$ cat src/rtl/chis_pkg.sv
// ----------------------------------------------------------------------------
// Chained hash table - package
// Shared constants, codes and controller/datapath interface types.
// ----------------------------------------------------------------------------
package chis_pkg;

   localparam int BUCKETS_DEF = 7;
   localparam int NODES_DEF   = 64;

   localparam int KEY_W     = 31;
   localparam int IDX_OUT_W = 6;

   // key mod BUCKETS: remainder folded MSB first, several bits a cycle
   localparam int MOD_DIGITS = 8;
   localparam int MOD_STEPS  = (KEY_W + MOD_DIGITS - 1) / MOD_DIGITS;
   localparam int MOD_W      = MOD_STEPS * MOD_DIGITS;
   localparam int MOD_CNT_W  = (MOD_STEPS > 1) ? $clog2(MOD_STEPS) : 1;

   localparam logic ACT_INSERT = 1'b0;

   typedef enum logic [1:0] {
      RES_OK   = 2'd0,
      RES_MISS = 2'd1,
      RES_FULL = 2'd2
   } res_code_type;

   typedef enum logic [2:0] {
      ST_CLEAR,
      ST_IDLE,
      ST_MOD,
      ST_HEAD,
      ST_DECIDE,
      ST_WALK,
      ST_REPLY
   } state_type;

   typedef struct packed {
      logic         clear_step;
      logic         load_req;
      logic         mod_step;
      logic         head_read;
      logic         ins_commit;
      logic         node_read_head;
      logic         node_read_link;
      logic         res_set;
      res_code_type res_code;
      logic         res_from_pool;
      logic         rsp_load;
   } cmd_type;

   typedef struct packed {
      logic clear_done;
      logic mod_done;
      logic is_search;
      logic head_valid;
      logic pool_full;
      logic key_match;
      logic link_valid;
      logic rsp_free;
   } dp_status_type;

endpackage

$ cat src/rtl/chis_ram.sv
// ----------------------------------------------------------------------------
// Chained hash table - generic RAM
// One write port, one read port, registered read data.
// ----------------------------------------------------------------------------
module chis_ram #(
   parameter  int WIDTH = 8,
   parameter  int DEPTH = 16,
   localparam int AW    = (DEPTH > 1) ? $clog2(DEPTH) : 1
) (
   input  logic             clock,
   input  logic             wr_en,
   input  logic [AW-1:0]    wr_addr,
   input  logic [WIDTH-1:0] wr_data,
   input  logic             rd_en,
   input  logic [AW-1:0]    rd_addr,
   output logic [WIDTH-1:0] rd_data
);

   logic [WIDTH-1:0] mem_ff [DEPTH];
   logic [WIDTH-1:0] rd_data_ff;

   always_ff @(posedge clock) begin
      if (wr_en) begin
         mem_ff[wr_addr] <= wr_data;
      end
      if (rd_en) begin
         rd_data_ff <= mem_ff[rd_addr];
      end
   end

   assign rd_data = rd_data_ff;

endmodule

$ cat src/rtl/chis_ctrl.sv
// ----------------------------------------------------------------------------
// Chained hash table - controller
// Sequences clearing, bucket reduction, head lookup, insert and chain walk.
// ----------------------------------------------------------------------------
module chis_ctrl (
   input  logic                   clock,
   input  logic                   reset,
   input  logic                   req_valid,
   output logic                   req_stall,
   input  chis_pkg::dp_status_type sts,
   output chis_pkg::cmd_type      cmd
);

   chis_pkg::state_type state_ff;
   chis_pkg::state_type state_in;

   always_ff @(posedge clock) begin
      if (reset) begin
         state_ff <= chis_pkg::ST_CLEAR;
      end else begin
         state_ff <= state_in;
      end
   end

   always_comb begin
      state_in = state_ff;
      unique case (state_ff)
         chis_pkg::ST_CLEAR: begin
            if (sts.clear_done) state_in = chis_pkg::ST_IDLE;
         end
         chis_pkg::ST_IDLE: begin
            if (req_valid) state_in = chis_pkg::ST_MOD;
         end
         chis_pkg::ST_MOD: begin
            if (sts.mod_done) state_in = chis_pkg::ST_HEAD;
         end
         chis_pkg::ST_HEAD: begin
            state_in = chis_pkg::ST_DECIDE;
         end
         chis_pkg::ST_DECIDE: begin
            if (sts.is_search && sts.head_valid) begin
               state_in = chis_pkg::ST_WALK;
            end else begin
               state_in = chis_pkg::ST_REPLY;
            end
         end
         chis_pkg::ST_WALK: begin
            if (sts.key_match || !sts.link_valid) state_in = chis_pkg::ST_REPLY;
         end
         chis_pkg::ST_REPLY: begin
            if (sts.rsp_free) state_in = chis_pkg::ST_IDLE;
         end
         default: begin
            state_in = chis_pkg::ST_CLEAR;
         end
      endcase
   end

   always_comb begin
      cmd          = '0;
      cmd.res_code = chis_pkg::RES_OK;
      req_stall    = 1'b1;
      unique case (state_ff)
         chis_pkg::ST_CLEAR: begin
            cmd.clear_step = 1'b1;
         end
         chis_pkg::ST_IDLE: begin
            req_stall    = 1'b0;
            cmd.load_req = req_valid;
         end
         chis_pkg::ST_MOD: begin
            cmd.mod_step = 1'b1;
         end
         chis_pkg::ST_HEAD: begin
            cmd.head_read = 1'b1;
         end
         chis_pkg::ST_DECIDE: begin
            priority if (!sts.is_search && sts.pool_full) begin
               cmd.res_set  = 1'b1;
               cmd.res_code = chis_pkg::RES_FULL;
            end else if (!sts.is_search) begin
               cmd.ins_commit    = 1'b1;
               cmd.res_set       = 1'b1;
               cmd.res_code      = chis_pkg::RES_OK;
               cmd.res_from_pool = 1'b1;
            end else if (sts.head_valid) begin
               cmd.node_read_head = 1'b1;
            end else begin
               cmd.res_set  = 1'b1;
               cmd.res_code = chis_pkg::RES_MISS;
            end
         end
         chis_pkg::ST_WALK: begin
            priority if (sts.key_match) begin
               cmd.res_set  = 1'b1;
               cmd.res_code = chis_pkg::RES_OK;
            end else if (sts.link_valid) begin
               cmd.node_read_link = 1'b1;
            end else begin
               cmd.res_set  = 1'b1;
               cmd.res_code = chis_pkg::RES_MISS;
            end
         end
         chis_pkg::ST_REPLY: begin
            cmd.rsp_load = sts.rsp_free;
         end
         default: begin
            cmd = '0;
         end
      endcase
   end

endmodule

$ cat src/rtl/chis_dpath.sv
// ----------------------------------------------------------------------------
// Chained hash table - datapath
// Bucket remainder, head and node memories, pool count, result register.
// ----------------------------------------------------------------------------
module chis_dpath #(
   parameter int BUCKETS = chis_pkg::BUCKETS_DEF,
   parameter int NODES   = chis_pkg::NODES_DEF
) (
   input  logic                          clock,
   input  logic                          reset,
   input  chis_pkg::cmd_type             cmd,
   output chis_pkg::dp_status_type       sts,
   input  logic                          req_action,
   input  logic [chis_pkg::KEY_W-1:0]    req_key,
   output logic                          rsp_valid,
   input  logic                          rsp_stall,
   output logic [1:0]                    rsp_status,
   output logic [chis_pkg::IDX_OUT_W-1:0] rsp_node_index
);

   localparam int IW     = $clog2(NODES);
   localparam int CW     = $clog2(NODES + 1);
   localparam int BW     = (BUCKETS > 1) ? $clog2(BUCKETS) : 1;
   localparam int RW     = $clog2(BUCKETS) + 1;
   localparam int RW1    = RW + 1;
   localparam int XW     = (IW > chis_pkg::IDX_OUT_W) ? IW : chis_pkg::IDX_OUT_W;
   localparam int HEAD_W = IW + 1;
   localparam int NODE_W = chis_pkg::KEY_W + 1 + IW;

   logic                                act_ff;
   logic [chis_pkg::KEY_W-1:0]          key_ff;
   logic [chis_pkg::MOD_W-1:0]          shift_ff;
   logic [RW-1:0]                       rem_ff;
   logic [chis_pkg::MOD_CNT_W-1:0]      mod_cnt_ff;
   logic [BW-1:0]                       clr_ff;
   logic [CW-1:0]                       used_ff;
   logic [IW-1:0]                       cur_ff;
   chis_pkg::res_code_type              res_code_ff;
   logic [chis_pkg::IDX_OUT_W-1:0]      res_index_ff;
   logic                                rsp_valid_ff;
   chis_pkg::res_code_type              rsp_status_ff;
   logic [chis_pkg::IDX_OUT_W-1:0]      rsp_index_ff;

   logic [RW-1:0]  rem_step;
   logic [RW1-1:0] mod_t;
   logic [BW-1:0]  bucket;

   logic              head_wr_en;
   logic [BW-1:0]     head_wr_addr;
   logic [HEAD_W-1:0] head_wr_data;
   logic [HEAD_W-1:0] head_rd;
   logic [NODE_W-1:0] node_rd;
   logic              node_rd_en;
   logic [IW-1:0]     node_rd_addr;
   logic [XW-1:0]     res_idx_wide;

   // fold MOD_DIGITS key bits into the remainder, one compare-subtract each
   always_comb begin
      rem_step = rem_ff;
      mod_t    = '0;
      for (int i = 0; i < chis_pkg::MOD_DIGITS; i++) begin
         mod_t = {rem_step, shift_ff[chis_pkg::MOD_W-1-i]};
         if (mod_t >= RW1'(BUCKETS)) mod_t = mod_t - RW1'(BUCKETS);
         rem_step = mod_t[RW-1:0];
      end
   end

   assign bucket = rem_ff[BW-1:0];

   always_ff @(posedge clock) begin
      if (cmd.load_req) begin
         act_ff   <= req_action;
         key_ff   <= req_key;
         shift_ff <= chis_pkg::MOD_W'(req_key);
         rem_ff   <= '0;
      end else if (cmd.mod_step) begin
         shift_ff <= shift_ff << chis_pkg::MOD_DIGITS;
         rem_ff   <= rem_step;
      end
   end

   always_ff @(posedge clock) begin
      if (reset) begin
         mod_cnt_ff <= '0;
      end else if (cmd.load_req) begin
         mod_cnt_ff <= '0;
      end else if (cmd.mod_step) begin
         mod_cnt_ff <= mod_cnt_ff + chis_pkg::MOD_CNT_W'(1);
      end
   end

   // sweep the head table once after reset
   always_ff @(posedge clock) begin
      if (reset) begin
         clr_ff <= '0;
      end else if (cmd.clear_step && clr_ff != BW'(BUCKETS - 1)) begin
         clr_ff <= clr_ff + BW'(1);
      end
   end

   always_ff @(posedge clock) begin
      if (reset) begin
         used_ff <= '0;
      end else if (cmd.ins_commit) begin
         used_ff <= used_ff + CW'(1);
      end
   end

   assign head_wr_en   = cmd.clear_step | cmd.ins_commit;
   assign head_wr_addr = cmd.clear_step ? clr_ff : bucket;
   assign head_wr_data = cmd.clear_step ? '0 : {1'b1, used_ff[IW-1:0]};

   chis_ram #(
      .WIDTH (HEAD_W),
      .DEPTH (BUCKETS)
   ) u_head_ram (
      .clock   (clock),
      .wr_en   (head_wr_en),
      .wr_addr (head_wr_addr),
      .wr_data (head_wr_data),
      .rd_en   (cmd.head_read),
      .rd_addr (bucket),
      .rd_data (head_rd)
   );

   assign node_rd_en   = cmd.node_read_head | cmd.node_read_link;
   assign node_rd_addr = cmd.node_read_link ? node_rd[IW-1:0] : head_rd[IW-1:0];

   chis_ram #(
      .WIDTH (NODE_W),
      .DEPTH (NODES)
   ) u_node_ram (
      .clock   (clock),
      .wr_en   (cmd.ins_commit),
      .wr_addr (used_ff[IW-1:0]),
      .wr_data ({key_ff, head_rd}),
      .rd_en   (node_rd_en),
      .rd_addr (node_rd_addr),
      .rd_data (node_rd)
   );

   always_ff @(posedge clock) begin
      if (node_rd_en) cur_ff <= node_rd_addr;
   end

   assign res_idx_wide = cmd.res_from_pool ? XW'(used_ff[IW-1:0]) : XW'(cur_ff);

   always_ff @(posedge clock) begin
      if (cmd.res_set) begin
         res_code_ff  <= cmd.res_code;
         res_index_ff <= (cmd.res_code == chis_pkg::RES_OK) ?
                         res_idx_wide[chis_pkg::IDX_OUT_W-1:0] : '0;
      end
   end

   // output register: hold while stalled, drop once the beat is taken
   always_ff @(posedge clock) begin
      if (reset) begin
         rsp_valid_ff <= 1'b0;
      end else if (cmd.rsp_load) begin
         rsp_valid_ff <= 1'b1;
      end else if (!rsp_stall) begin
         rsp_valid_ff <= 1'b0;
      end
   end

   always_ff @(posedge clock) begin
      if (cmd.rsp_load) begin
         rsp_status_ff <= res_code_ff;
         rsp_index_ff  <= res_index_ff;
      end
   end

   assign rsp_valid      = rsp_valid_ff;
   assign rsp_status     = rsp_status_ff;
   assign rsp_node_index = rsp_index_ff;

   assign sts.clear_done = (clr_ff == BW'(BUCKETS - 1));
   assign sts.mod_done   = (mod_cnt_ff == chis_pkg::MOD_CNT_W'(chis_pkg::MOD_STEPS - 1));
   assign sts.is_search  = (act_ff != chis_pkg::ACT_INSERT);
   assign sts.head_valid = head_rd[IW];
   assign sts.pool_full  = (used_ff == CW'(NODES));
   assign sts.key_match  = (node_rd[NODE_W-1 -: chis_pkg::KEY_W] == key_ff);
   assign sts.link_valid = node_rd[IW];
   assign sts.rsp_free   = !rsp_valid_ff || !rsp_stall;

endmodule

$ cat src/rtl/chained_hash_insert_search.sv
// ----------------------------------------------------------------------------
// Chained hash table - top level
// Insert and search over a bounded node pool with one chain per bucket.
// ----------------------------------------------------------------------------
//   channel  direction  handshake             payload
//   req      in         req_valid/req_stall   req_action, req_key
//   rsp      out        rsp_valid/rsp_stall   rsp_status, rsp_node_index
//
// One item at a time: a search walks its bucket's chain after the head lookup,
// one node memory read per chain node visited.
// The key is reduced modulo BUCKETS first, eight key bits a cycle.
// After reset the head table is swept clear, bucket by bucket; req_stall is
// high meanwhile. A stalled response holds in the output register while the
// next request is accepted and worked on.
// ----------------------------------------------------------------------------
module chained_hash_insert_search #(
   parameter int BUCKETS = chis_pkg::BUCKETS_DEF,
   parameter int NODES   = chis_pkg::NODES_DEF
) (
   input  logic                           clock,
   input  logic                           reset,
   input  logic                           req_valid,
   output logic                           req_stall,
   input  logic                           req_action,
   input  logic [chis_pkg::KEY_W-1:0]     req_key,
   output logic                           rsp_valid,
   input  logic                           rsp_stall,
   output logic [1:0]                     rsp_status,
   output logic [chis_pkg::IDX_OUT_W-1:0] rsp_node_index
);

   chis_pkg::cmd_type       cmd;
   chis_pkg::dp_status_type sts;

   chis_ctrl u_ctrl (
      .clock     (clock),
      .reset     (reset),
      .req_valid (req_valid),
      .req_stall (req_stall),
      .sts       (sts),
      .cmd       (cmd)
   );

   chis_dpath #(
      .BUCKETS (BUCKETS),
      .NODES   (NODES)
   ) u_dpath (
      .clock          (clock),
      .reset          (reset),
      .cmd            (cmd),
      .sts            (sts),
      .req_action     (req_action),
      .req_key        (req_key),
      .rsp_valid      (rsp_valid),
      .rsp_stall      (rsp_stall),
      .rsp_status     (rsp_status),
      .rsp_node_index (rsp_node_index)
   );

endmodule

$ cat config.mk
export PLATFORM = sky130hd
export DESIGN_NAME = chained_hash_insert_search
export DESIGN_NICKNAME = d
export VERILOG_FILES = /design/src/rtl/chis_pkg.sv /design/src/rtl/chis_ram.sv /design/src/rtl/chis_ctrl.sv /design/src/rtl/chis_dpath.sv /design/src/rtl/chained_hash_insert_search.sv
export SDC_FILE = /design/constraint.sdc
export NUM_CORES = 2
export LEC_CHECK = 0
export BUFFER_PORTS_ARGS = -buffer_cell sky130_fd_sc_hd__buf_4
export CAP_MARGIN = 15
export CORE_MARGIN = 3
export CORE_UTILIZATION = 56
export DETAILED_ROUTE_END_ITERATION = 10
export PLACE_DENSITY = 0.77
export SLEW_MARGIN = 30
export SYNTH_ARGS = -nofsm -noshare
export SYNTH_HDL_FRONTEND = slang
export SYNTH_SLANG_ARGS = --single-unit
$ cat constraint.sdc
create_clock -name clock -period 9.2 [get_ports clock]
set_input_delay 1.84 -clock clock [delete_from_list [all_inputs] [get_ports clock]]
set_output_delay 1.84 -clock clock [all_outputs]
set_load 0.05 [all_outputs]
==> impl_metrics.yaml <==
status:
  status: "finished clean"
logic_synthesis:
  synthCells: 8215
  yosysSeqAreaShare_pct: 74.7
  syn_avg_cell_area_um2: 12.8
  synthFlopType: "edfxtp_1"
  synth_fp_nets: 8264
  synth_top_area_share_pct: 74.3
  synth.distinct_cells: 90
  yosys.area.top_type: "edfxtp_1"
  netlist_top_cells_count: "edfxtp_1, nand2_1, nand3_1"
  ys.warnings.count: 0
  synth_async_sr_flop_share_pct: 0
  synth-edff-count: 2611
  synth.most_common_cell: "edfxtp_1"
  synthTopCellsByArea: "edfxtp_1, nand2_1, nand3_1"
  synth-seq-cells: 2632
  synth_area_um2: 106000
timing:
  finalCritPeriodShare_pct: 92.0
  grt_setup_unrepaired: "false"
  max_freq_mhz: 118
  relSlewSlack_pct: 25.4
  final.setup.tns_ps: 0
  worstMarginPinSlew_ps: 1110
  clock_skew_ps: 31.5
  min_period_ps: 8470
  hold_viol_final: 0
  finalSetupViolCount: 0
  maxSlewViolCount: 0
floorplan:
  core_area_um2: 186000
  die_y_um: 440
  die_w_um: 440
  num_rows: 158
  initial_core_util_pct: 56.6
  pin_count: 46
  die_area_um2: 194000
worst_setup_path:
  required_ps: 9990
  startpoint_type: "register"
  crit_top_cell: "ha_1"
  cp_max_fo: 11
  crit_type: "register to register"
  slowest_delay_ps: 550
  worstPathArrival_ps: 9260
  critPathCaptureType: "register"
  critPathSlowestCell: "o31ai_1"
cts:
  cts.sinks: 2632
  clk_pin_slew_ps: 60
  cts-root-buf: "clkbuf_16"
  cts_max_path_buffers: 3
  post-cts-setup-buffers: 0
  htreeDepth: 4
  cts_buffers: 239
  cts_tree: "done"
  clk_latency_ps: 880
route:
  ant_nets: 0
  vias: 70092
  wl_per_cell_um: 26.7
  routed_wl_um: 288000
  drc: 0
  drtIter0Drc: 10914
  dr.pass1.iters: 7
  routed_via_density: 6.49
grt:
  antenna_found_initial: 4
  grt_usage_pct: 29.2
  grt_pass1_wl_um: 420000
  overflow: 0
  grt_max_degree: 165
  first_global_vias: 67349
placed_design:
  place_hpwl_um: 138000
  io_buffers: 45
  gp_congestion: 0.865
  placed_area_um2: 109000
final_layout:
  drive_gt1_share_pct: 8.25
  fin_area_um2: 117000
  area_growth_pct: 10.6
  fillers: 13002
  nets: 8173
pwr:
  intPower_mw: 20.0
  powerDensity_nw_per_um2: 229
  swShare_pct: 24.9
  peakVddDrop_uv: 323
  p_seq_share_pct: 50.8
  pwr-share-comb_pct: 13.3
  leakagePower_nw: 39.4
  clkPwrFrac_pct: 35.9
  power_switching_mw: 6.64
job:
  maxCapViolCount: 0
min_path:
  min_path_type: "register to register"
through the flow:
step | worst slack, ps | hold slack (ps) | std cells | power (mW) | utilization (%)
floorplan | 1580 | 400 | 8215 | 16.5 | -
global route | 60.9 | 437 | 10804 | 27.5 | 62.6
detailed placement | 643 | 409 | 10360 | 17.2 | 58.6
finish | 732 | 428 | 10805 | 26.7 | 62.6
global placement | 972 | 405 | 10358 | 17.1 | 58.6
CTS | 588 | 426 | 10801 | 26.6 | 62.6
worst max-delay path, delay by kind of cell (launching register included):
kind | cells | cell delay, ps
AO/OA/AOI/OAI | 13 | 3780
adder cells (fa/ha/maj) | 7 | 2170
buffers and inverters | 2 | 250
flip-flops | 1 | 410
multiplexers | 1 | 260
AND/OR/NAND/NOR | 7 | 1510
sequential cells by signal, summed over array words and instances, names as in the netlist:
register                    cells
u_dpath.res_code_ff             2
u_dpath.cur_ff                  6
u_dpath.mod_cnt_ff              2
u_dpath.rsp_node_index          6
u_dpath.u_head_ram.rd_data      7
u_dpath.u_node_ram.mem_ff    2432
u_dpath.key_ff                 31
u_dpath.u_head_ram.mem_ff      49
u_dpath.shift_ff               32
u_dpath.rsp_status              2
u_dpath.rsp_valid               1
u_dpath.rem_ff                  4
u_dpath.clr_ff                  3
u_dpath.used_ff                 7
u_dpath.res_index_ff            6
u_dpath.u_node_ram.rd_data     38
u_dpath.act_ff                  1
u_ctrl.state_ff                 3
cell families after synthesis:
kind of cell / after synthesis / synth area share (%)
and+or+nand+nor: 4208 / 17.1
buffers and inverters: 601 / 2.15
xor gates and xnor gates: 39 / 0.324
DFF: 2632 / 74.7
AOI/OAI and AO/OA: 686 / 5.12
adders and majority gates: 13 / 0.154
muxes: 36 / 0.445
path summary, 6_finish.rpt:
path                                                         from                              end  slack (ps)  cells after the start
worst min register to register   u_dpath.res_code_ff[1]$_DFFE_PP_  u_dpath.rsp_status[1]$_DFFE_PP_         430                      0
worst max-delay path            u_dpath.shift_ff[31]$_SDFFE_PP0P_   u_dpath.rem_ff[3]$_SDFFE_PP0P_         730                     30
worst min-delay path             u_dpath.res_code_ff[1]$_DFFE_PP_  u_dpath.rsp_status[1]$_DFFE_PP_         430                      0
worst max register to register  u_dpath.shift_ff[31]$_SDFFE_PP0P_   u_dpath.rem_ff[3]$_SDFFE_PP0P_         730                     30
cell type report:
class / instances / area (um2) / area share (%)
antenna: 1 / 2.50 / 0.00214
clock buffer: 296 / 6250 / 5.35
clock inverter: 145 / 1230 / 1.06
inverter: 35 / 151 / 0.130
multi-input combinational: 4982 / 25100 / 21.5
sequential: 2632 / 78800 / 67.5
tap: 2480 / 3100 / 2.66
timing repair buffer: 234 / 2120 / 1.82
layer usage:
metal  track usage (%)  wire [um]  up-vias  share of wire, %
li1                  -          -    30113                 -
met1              38.9      99600    34049                35
met2              45.7     133000     5071                46
met3              6.45      39800      857                14
met4              14.8      16200        2               5.6
met5                 0         12        -            0.0042
layout by cell type (no fill, tap or decap), drive strengths merged, types with 7 or more instances in the layout:
| master | synthesis | layout |
|---|---|---|
| o21ai | 27 | 27 |
| nor3b | 9 | 9 |
| a31oi | 46 | 46 |
| nor3 | 51 | 51 |
| edfxtp | 2611 | 2611 |
| a21oi | 116 | 116 |
| nor4 | 10 | 10 |
| xnor2 | 16 | 16 |
| clkbuf | 527 | 296 |
| inv | 34 | 45 |
| nand4 | 10 | 10 |
| bufinv | 0 | 17 |
| and3 | 166 | 166 |
| ha | 13 | 13 |
| dfxtp | 21 | 21 |
| nand2 | 2567 | 2567 |
| buf | 39 | 234 |
| nor2 | 117 | 117 |
| xor2 | 23 | 23 |
| and2 | 11 | 11 |
| mux4 | 7 | 7 |
| mux2 | 11 | 11 |
| a311oi | 419 | 419 |
| nand3 | 1230 | 1230 |
| mux2i | 18 | 18 |
| clkinvlp | 0 | 11 |
| clkinv | 1 | 107 |
timing repair:
| action | 4_1_cts | 5_1_grt |
|---|---|---|
| setup endpoints to repair | 0 | 3 |
| hold buffers | 0 | 0 |
| gates resized for setup | 0 | 3 |
| endpoints found under the hold margin | 0 | 0 |
power groups by stage:
| stage | combinational (mW) | clock (mW) | sequential, mW |
|---|---|---|---|
| CTS | 3.46 | 9.60 | 13.6 |
| floorplan | 2.55 | 0 | 13.9 |
| global placement | 3.31 | 0 | 13.8 |
| finish | 3.56 | 9.57 | 13.6 |
| detailed placement | 3.43 | 0 | 13.8 |
| global route | 3.86 | 10.1 | 13.6 |
Note: power is estimated with default switching activity, not from simulation.
